==> src/rtl/core/mie_pkg.sv <==
// ----------------------------------------------------------------------------
// mie_pkg: shared types and constants for the machine interrupt entry block
// Item layouts, CSR bit positions and function codes used by every stage.
// ----------------------------------------------------------------------------
`default_nettype none

package mie_pkg;

  localparam int unsigned XLEN      = 64;
  localparam int unsigned CodeW     = 31;
  localparam int unsigned InDataW   = 6 * XLEN;
  localparam int unsigned OutDataW  = 5 * XLEN;

  // mstatus / mie / mip bit positions
  localparam int unsigned MieIdx    = 3;
  localparam int unsigned MpieIdx   = 7;
  localparam int unsigned MppLoIdx  = 11;
  localparam int unsigned MppHiIdx  = 12;

  // Interrupt codes with a dedicated source bit
  localparam logic [CodeW-1:0] CodeSoft  = 31'd3;
  localparam logic [CodeW-1:0] CodeTimer = 31'd7;
  localparam int unsigned      SoftIdx   = 3;
  localparam int unsigned      TimerIdx  = 7;
  localparam int unsigned      ExtIdx    = 11;

  localparam logic [1:0] ModeVectored = 2'd1;

  typedef enum logic {
    FuncRaise = 1'b0,
    FuncCheck = 1'b1
  } func_e;

  typedef struct packed {
    func_e            func;
    logic [XLEN-1:0]  cause_in;
    logic [XLEN-1:0]  status_in;
    logic [XLEN-1:0]  enable_in;
    logic [XLEN-1:0]  pend_in;
    logic [XLEN-1:0]  vector_in;
    logic [XLEN-1:0]  pc_in;
  } in_item_t;

  typedef struct packed {
    logic             taken;
    logic             pend_write;
    logic [XLEN-1:0]  pend_out;
    logic [XLEN-1:0]  status_out;
    logic [XLEN-1:0]  epc_out;
    logic [XLEN-1:0]  cause_out;
    logic [XLEN-1:0]  pc_out;
  } res_item_t;

  // Pipeline control between the stages
  typedef struct packed {
    logic valid;
    logic advance;
  } pipe_ctrl_t;

endpackage

`default_nettype wire

==> src/rtl/core/mie_in_stage.sv <==
// ----------------------------------------------------------------------------
// mie_in_stage: input register
// Captures one item per cycle from the slave side whenever the stage is empty
// or moving on in the same cycle.
// ----------------------------------------------------------------------------
`default_nettype none

module mie_in_stage
  import mie_pkg::*;
(
  input  wire logic     clk_i,
  input  wire logic     rst_ni,
  input  wire logic     in_valid_i,
  input  wire in_item_t in_item_i,
  output logic          in_ready_o,
  input  wire logic     advance_i,
  output pipe_ctrl_t    ctrl_o,
  output in_item_t      item_o
);

  logic     valid_q, valid_d;
  in_item_t item_q;
  logic     load;

  assign in_ready_o = !valid_q || advance_i;
  assign load       = in_valid_i && in_ready_o;
  assign valid_d    = load ? 1'b1 : (advance_i ? 1'b0 : valid_q);

  always_ff @(posedge clk_i or negedge rst_ni) begin
    if (!rst_ni) begin
      valid_q <= 1'b0;
    end else begin
      valid_q <= valid_d;
    end
  end

  always_ff @(posedge clk_i) begin
    if (load) begin
      item_q <= in_item_i;
    end
  end

  assign ctrl_o.valid   = valid_q;
  assign ctrl_o.advance = advance_i;
  assign item_o         = item_q;

endmodule

`default_nettype wire

==> src/rtl/core/mie_trap_logic.sv <==
// ----------------------------------------------------------------------------
// mie_trap_logic: interrupt state and trap decision
// Holds the pending flag, the release flag and the latched cause, and works
// out the result of the registered item in one pass.
// ----------------------------------------------------------------------------
`default_nettype none

module mie_trap_logic
  import mie_pkg::*;
(
  input  wire logic       clk_i,
  input  wire logic       rst_ni,
  input  wire pipe_ctrl_t ctrl_i,
  input  wire in_item_t   item_i,
  output res_item_t       res_o
);

  logic             pending_q, pending_d;
  logic             released_q, released_d;
  logic [XLEN-1:0]  cause_q, cause_d;

  logic             fire;
  logic [CodeW-1:0] code;
  logic [XLEN-1:0]  src_mask;
  logic [XLEN-1:0]  base;
  logic [XLEN-1:0]  new_status;
  logic             take;
  logic             release_now;

  assign fire = ctrl_i.valid && ctrl_i.advance;
  assign code = cause_q[CodeW-1:0];

  always_comb begin
    src_mask = '0;
    case (code)
      CodeSoft:  src_mask[SoftIdx]  = 1'b1;
      CodeTimer: src_mask[TimerIdx] = 1'b1;
      default:   src_mask[ExtIdx]   = 1'b1;
    endcase
  end

  assign base = {item_i.vector_in[XLEN-1:2], 2'b00};

  always_comb begin
    new_status                    = item_i.status_in;
    new_status[MpieIdx]           = 1'b1;
    new_status[MieIdx]            = 1'b0;
    new_status[MppHiIdx:MppLoIdx] = 2'b11;
  end

  // The source bit in mip must still be clear, otherwise the entry waits.
  assign take = (item_i.func == FuncCheck) && pending_q && item_i.status_in[MieIdx]
             && ((item_i.enable_in & src_mask) != '0)
             && ((item_i.pend_in & src_mask) == '0);
  assign release_now = (item_i.func == FuncCheck) && !pending_q && !released_q;

  always_comb begin
    res_o = '0;
    if (take) begin
      res_o.taken      = 1'b1;
      res_o.pend_write = 1'b1;
      res_o.pend_out   = item_i.pend_in | src_mask;
      res_o.status_out = new_status;
      res_o.epc_out    = item_i.pc_in;
      res_o.cause_out  = cause_q;
      if (item_i.vector_in[1:0] == ModeVectored) begin
        res_o.pc_out = base + {{(XLEN-CodeW-2){1'b0}}, code, 2'b00};
      end else begin
        res_o.pc_out = base;
      end
    end else if (release_now) begin
      res_o.pend_write = 1'b1;
      res_o.pend_out   = item_i.pend_in & ~src_mask;
    end
  end

  always_comb begin
    pending_d  = pending_q;
    released_d = released_q;
    cause_d    = cause_q;
    if (fire) begin
      if (item_i.func == FuncRaise) begin
        pending_d = 1'b1;
        cause_d   = item_i.cause_in;
      end else if (take) begin
        pending_d  = 1'b0;
        released_d = 1'b0;
      end else if (release_now) begin
        released_d = 1'b1;
      end
    end
  end

  always_ff @(posedge clk_i or negedge rst_ni) begin
    if (!rst_ni) begin
      pending_q  <= 1'b0;
      released_q <= 1'b1;
      cause_q    <= '0;
    end else begin
      pending_q  <= pending_d;
      released_q <= released_d;
      cause_q    <= cause_d;
    end
  end

  a_take_writes_mip: assert property (@(posedge clk_i) disable iff (!rst_ni)
    res_o.taken |-> (res_o.pend_write && res_o.status_out[MieIdx] == 1'b0))
    else $error("trap taken without the mip write or with MIE still set");

  a_take_arms_release: assert property (@(posedge clk_i) disable iff (!rst_ni)
    (fire && take) |=> (!pending_q && !released_q))
    else $error("state not updated after a trap was taken");

  a_release_once: assert property (@(posedge clk_i) disable iff (!rst_ni)
    (fire && release_now) |=> released_q)
    else $error("release did not complete");

  a_no_take_without_pending: assert property (@(posedge clk_i) disable iff (!rst_ni)
    !pending_q |-> !res_o.taken)
    else $error("trap taken with nothing pending");

endmodule

`default_nettype wire

==> src/rtl/core/mie_out_stage.sv <==
// ----------------------------------------------------------------------------
// mie_out_stage: result register
// Holds one result item for the master side until it is taken.
// ----------------------------------------------------------------------------
`default_nettype none

module mie_out_stage
  import mie_pkg::*;
(
  input  wire logic       clk_i,
  input  wire logic       rst_ni,
  input  wire pipe_ctrl_t ctrl_i,
  input  wire res_item_t  res_i,
  output logic            free_o,
  output logic            out_valid_o,
  input  wire logic       out_ready_i,
  output res_item_t       res_o
);

  logic      valid_q, valid_d;
  res_item_t res_q;
  logic      load;

  assign free_o  = !valid_q || out_ready_i;
  assign load    = ctrl_i.valid && ctrl_i.advance;
  assign valid_d = load ? 1'b1 : (out_ready_i ? 1'b0 : valid_q);

  always_ff @(posedge clk_i or negedge rst_ni) begin
    if (!rst_ni) begin
      valid_q <= 1'b0;
    end else begin
      valid_q <= valid_d;
    end
  end

  always_ff @(posedge clk_i) begin
    if (load) begin
      res_q <= res_i;
    end
  end

  assign out_valid_o = valid_q;
  assign res_o       = res_q;

endmodule

`default_nettype wire

==> src/rtl/core/machine_interrupt_entry.sv <==
// ----------------------------------------------------------------------------
// machine_interrupt_entry: machine-mode interrupt entry for a 64-bit core
//
//   Channel  Direction  Payload
//   s_axis   in         tuser: func; tdata: cause, mstatus, mie, mip, mtvec, pc
//   m_axis   out        tuser: taken, pend_write; tdata: mip, mstatus, mepc,
//                       mcause, new pc
//
// One item is accepted per cycle while m_axis is not stalled; each item passes
// through the input register, then the trap logic, then the result register.
// After reset nothing is pending and no mip bit waits to be cleared.
// A stall on m_axis holds both stages and reaches s_axis_tready in the same
// cycle.
// ----------------------------------------------------------------------------
`default_nettype none

module machine_interrupt_entry
  import mie_pkg::*;
(
  input  wire logic                clk_i,
  input  wire logic                rst_ni,
  input  wire logic                s_axis_tvalid,
  output logic                     s_axis_tready,
  // cause_in, status_in, enable_in, pend_in, vector_in, pc_in (lowest first)
  input  wire logic [InDataW-1:0]  s_axis_tdata,
  // func
  input  wire logic [0:0]          s_axis_tuser,
  output logic                     m_axis_tvalid,
  input  wire logic                m_axis_tready,
  // pend_out, status_out, epc_out, cause_out, pc_out (lowest first)
  output logic [OutDataW-1:0]      m_axis_tdata,
  // taken, pend_write (lowest first)
  output logic [1:0]               m_axis_tuser
);

  in_item_t   s_item, s1_item;
  res_item_t  s2_res, out_res;
  pipe_ctrl_t s1_ctrl;
  logic       out_free;

  assign s_item.func      = func_e'(s_axis_tuser[0]);
  assign s_item.cause_in  = s_axis_tdata[1*XLEN-1:0*XLEN];
  assign s_item.status_in = s_axis_tdata[2*XLEN-1:1*XLEN];
  assign s_item.enable_in = s_axis_tdata[3*XLEN-1:2*XLEN];
  assign s_item.pend_in   = s_axis_tdata[4*XLEN-1:3*XLEN];
  assign s_item.vector_in = s_axis_tdata[5*XLEN-1:4*XLEN];
  assign s_item.pc_in     = s_axis_tdata[6*XLEN-1:5*XLEN];

  mie_in_stage u_in_stage (
    .clk_i      (clk_i),
    .rst_ni     (rst_ni),
    .in_valid_i (s_axis_tvalid),
    .in_item_i  (s_item),
    .in_ready_o (s_axis_tready),
    .advance_i  (out_free),
    .ctrl_o     (s1_ctrl),
    .item_o     (s1_item)
  );

  mie_trap_logic u_trap_logic (
    .clk_i  (clk_i),
    .rst_ni (rst_ni),
    .ctrl_i (s1_ctrl),
    .item_i (s1_item),
    .res_o  (s2_res)
  );

  mie_out_stage u_out_stage (
    .clk_i       (clk_i),
    .rst_ni      (rst_ni),
    .ctrl_i      (s1_ctrl),
    .res_i       (s2_res),
    .free_o      (out_free),
    .out_valid_o (m_axis_tvalid),
    .out_ready_i (m_axis_tready),
    .res_o       (out_res)
  );

  assign m_axis_tdata = {out_res.pc_out, out_res.cause_out, out_res.epc_out,
                         out_res.status_out, out_res.pend_out};
  assign m_axis_tuser = {out_res.pend_write, out_res.taken};

endmodule

`default_nettype wire
==> config.mk <==
export PLATFORM = sky130hd
export DESIGN_NAME = machine_interrupt_entry
export DESIGN_NICKNAME = d
export VERILOG_FILES = /design/src/rtl/core/mie_pkg.sv /design/src/rtl/core/mie_in_stage.sv /design/src/rtl/core/mie_trap_logic.sv /design/src/rtl/core/mie_out_stage.sv /design/src/rtl/core/machine_interrupt_entry.sv
export SDC_FILE = /design/constraint.sdc
export NUM_CORES = 1
export LEC_CHECK = 0
export BUFFER_PORTS_ARGS = -buffer_cell sky130_fd_sc_hd__buf_2
export CORE_AREA = 2 2 280 282
export CTS_CLUSTER_SIZE = 40
export DETAILED_ROUTE_END_ITERATION = 8
export DIE_AREA = 0 0 282 284
export MAX_ROUTING_LAYER = met4
export PLACE_DENSITY = 0.68
export SETUP_SLACK_MARGIN = 0.2
export SYNTH_ARGS = -nofsm -noshare
export SYNTH_HDL_FRONTEND = slang
export SYNTH_SLANG_ARGS = --single-unit
==> constraint.sdc <==
create_clock -name clk_i -period 9.5 [get_ports clk_i]
set_input_delay 1.425 -clock clk_i [delete_from_list [all_inputs] [get_ports clk_i]]
set_output_delay 1.425 -clock clk_i [all_outputs]
set_load 0.05 [all_outputs]
==> results.json <==
{
  "run_status": "completed",
  "ys_warn_count": 0,
  "fp-row-count": 102,
  "synth_flop_cell": "edfxtp_1",
  "synthDistinctLibCells": 65,
  "skew_ns": 0.0430,
  "dpl_cell_area_mm2": 0.0311,
  "layout.cells.non_filler": 3426,
  "holdPathEnd": "u_trap_logic.cause_q[25]",
  "top_layer": "met4",
  "yosysSeqAreaShare_pct": 77.9,
  "hold_viol": 0,
  "min_from": "u_in_stage.item_o[345]",
  "required_ns": 9.97,
  "grt_pass1_vias": 16900,
  "synthesis.area_mm2": 0.0267,
  "cpMostUsedCell": "nor2_1",
  "slew_viol_final": 0,
  "grt_max_degree": 161,
  "leakage_nw": 13.2,
  "power_density_mw_per_mm2": 237,
  "synth_edf_count": 637,
  "initial_core_util_pct": 34.7,
  "synth_top_family_by_area": "simple AND/OR/NAND/NOR gates",
  "wl_met3_um": 5610,
  "max_freq_mhz": 248,
  "post_cts_resized": 0,
  "hp-class": "reg2reg",
  "die_w_um": 282,
  "place.gp.congestion": 0.964,
  "critPathMaxFanout": 107,
  "finalSetupTns_ns": 0,
  "cts_hold_buf": 0,
  "io_pins": 713,
  "holdPathStages": 1,
  "final_area_mm2": 0.0337,
  "syn_area_per_cell_um2": 16.4,
  "maxCapViolations": 0,
  "reg2regPathDepth": 9,
  "crit_slowest_cell": "inv_2",
  "htree_num_levels": 3,
  "min_period_ns": 4.03,
  "final_layout_size_suffix_gt1_share_pct": 36.2,
  "core_area_mm2": 0.0770,
  "critPathArrivalTime_ns": 4.50,
  "routedWlPerCell_um": 21.3,
  "areaGrowthSynthToFinish_pct": 26.2,
  "vias": 16400,
  "mostFrequentLayoutCell": "buf_2",
  "grt_use_total_pct": 18.4,
  "synth-seq-cells": 705,
  "synthAdderAreaFrac_pct": 1.53,
  "worst-setup-path-type": "reg2reg",
  "clk_pin_slew_ns": 0.06,
  "dieArea_mm2": 0.0801,
  "worstReg2RegEnd": "u_out_stage.res_o[260]",
  "wl_met2_um": 36200,
  "setup_violations": 0,
  "synth-simple-area-share_pct": 10.5,
  "cts-root-buf": "clkbuf_16",
  "rsz0062_at_grt": "false",
  "worstMarginPinSlew_ns": 1.08,
  "ant_nets": 0,
  "cts_sinks": 705,
  "synth_compound_area_share_pct": 4.54,
  "drt_pass1_iterations": 7,
  "syn_inst": 1625,
  "cts_tree": "yes",
  "fin_crit_sh_pct": 42.4,
  "antenna_found_initial": 25,
  "grt_first_pass_wirelength_um": 107000,
  "cp_slowest_stage_delay_ns": 0.68,
  "numPlacedInstances": 3259,
  "cts_buffer_depth": 3,
  "vias_per_cell": 4.77,
  "routed_wl_um": 73100,
  "synthMuxAreaShare_pct": 2.85,
  "r2r_slack_ns": 5.47,
  "start_kind": "flop",
  "hpwl_um": 51000,
  "synthArstFlopShare_pct": 9.65,
  "die_height_um": 284,
  "ir_worst_vdd_mv": 0.167,
  "synthXorXnorAreaFrac_pct": 1.41,
  "layout.cells.most_common_list": "buf_2 (644), edfxtp_1 (637), and2_1 (251)",
  "cts_inserted_buffers": 77,
  "nets": 2719,
  "regToRegStartpoint": "u_trap_logic.cause_q[6]",
  "cts_setup_buffers": 0,
  "io_buffer_count": 645,
  "relSlewSlack_pct": 27.7,
  "drt_iter0_markers": 1329,
  "path_cells": "nor4_1 > nand4_1 > nor2_1 > mux2i_1 > or2_2 > inv_6 > nor2_1 > inv_2 > and2_1",
  "post-route-drc-count": 0,
  "drt-met1-wl_um": 29000,
  "grt_overflow": 0,
  "clk_latency_ns": 0.64,
  "critPathCaptureType": "flop"
}
==> power breakdown <==
group / switching (W) / internal, W / total, W
combinational: 0.000845 / 0.000345 / 0.00119
sequential: 0.000139 / 0.00368 / 0.00382
clock: 0.00127 / 0.00174 / 0.00301
==> metrics by stage <==
stage               utilization [%]  total power, W  hold slack, ns  setup slack, ns
finish                         43.9         0.00801           0.469             5.47
global route                   43.8         0.00831           0.483             4.94
CTS                            43.8         0.00808           0.467             5.19
detailed placement             40.5         0.00506           0.461             5.19
global placement               40.5         0.00503           0.458             5.26
floorplan                         -         0.00470           0.454            0.849
==> flip-flops by register name (all words and copies together) (netlist names) <==
register and flops:
u_trap_logic.released_q 1, u_trap_logic.cause_q 64, u_out_stage.out_valid_o 1, u_in_stage.valid_q 1, u_out_stage.res_o 316, u_in_stage.item_o 321
u_trap_logic.pending_q 1
==> worst max path at each step <==
stage | startpoint | end | slack [ns] | cells past startpoint
after floorplan | m_axis_tready | u_trap_logic.released_q | 0.85 | 5
after global placement | m_axis_tready | u_in_stage.item_o[115] | 5.26 | 5
after detailed placement | m_axis_tready | u_in_stage.item_o[257] | 5.19 | 5
after CTS | u_trap_logic.cause_q[3] | u_out_stage.res_o[260] | 5.19 | 9
after global routing | u_trap_logic.cause_q[29] | u_out_stage.res_o[260] | 4.94 | 9
final | u_trap_logic.cause_q[6] | u_out_stage.res_o[260] | 5.47 | 9
==> area by class of cell <==
class / instances / area, um2
antenna: 25 / 62.6
clock buffer: 94 / 1990
clock inverter: 48 / 563
fill: 6859 / 43200
inverter: 14 / 65.1
multi-input combinational: 844 / 5590
sequential: 705 / 20800
tap: 1040 / 1300
timing repair buffer: 656 / 3340
==> layer usage <==
| metal | GRT usage [%] | vias to the layer above |
|---|---|---|
| li1 | - | 7423 |
| met1 | 22.6 | 8129 |
| met2 | 29.5 | 671 |
| met3 | 4.36 | 136 |
| met4 | 6.94 | 0 |
| met5 | - | - |
==> cells by family (layout without fill, tap and decap cells) <==
family                   count (synthesis)  after routing
other                                    1             28
XOR/XNOR                                43             43
AND/OR/NAND/NOR                        515            515
multiplexers                            68             68
flip-flops                             705            705
adder cells (fa/ha/maj)                 32             32
buffers and inverters                   78            812
AO/OA/AOI/OAI                          183            183
==> critical path: cells and delay by family, from the launching register on <==
| family | cells | cell delay (ns) |
|---|---|---|
| DFF | 1 | 0.44 |
| and+or+nand+nor | 6 | 1.92 |
| buffers and inverters | 2 | 1.20 |
| muxes | 1 | 0.28 |
==> Yosys cell counts, types with 3 or more instances <==
library cell	number	share of area [%]
o21ai_0	27	0.51
xor2_1	7	0.23
a2111o_1	6	0.25
inv_1	12	0.17
or2_2	3	0.070
nor4_1	10	0.23
nand4_1	22	0.51
a211oi_1	8	0.22
buf_2	8	0.15
a2111oi_1	4	0.15
ha_1	31	1.5
buf_1	5	0.070
edfxtp_1	637	72
or3_1	7	0.16
a21boi_0	4	0.11
a21o_1	13	0.37
mux2_2	64	2.7
and3_1	9	0.21
a31o_2	3	0.098
a21oi_1	73	1.4
nand3_1	22	0.41
nor2b_1	7	0.16
xnor2_1	36	1.2
o21a_1	4	0.11
clkbuf_1	45	0.63
dfrtp_1	67	6.3
o22ai_1	5	0.12
nand2b_1	6	0.14
o21bai_1	5	0.14
nand2_1	99	1.4
a31oi_1	6	0.14
mux2i_1	4	0.15
and4_1	3	0.098
and2_1	252	5.9
nor2_1	58	0.81
buf_4	6	0.17
nor3_1	9	0.17
Note: power is estimated with default switching activity, not from simulation.
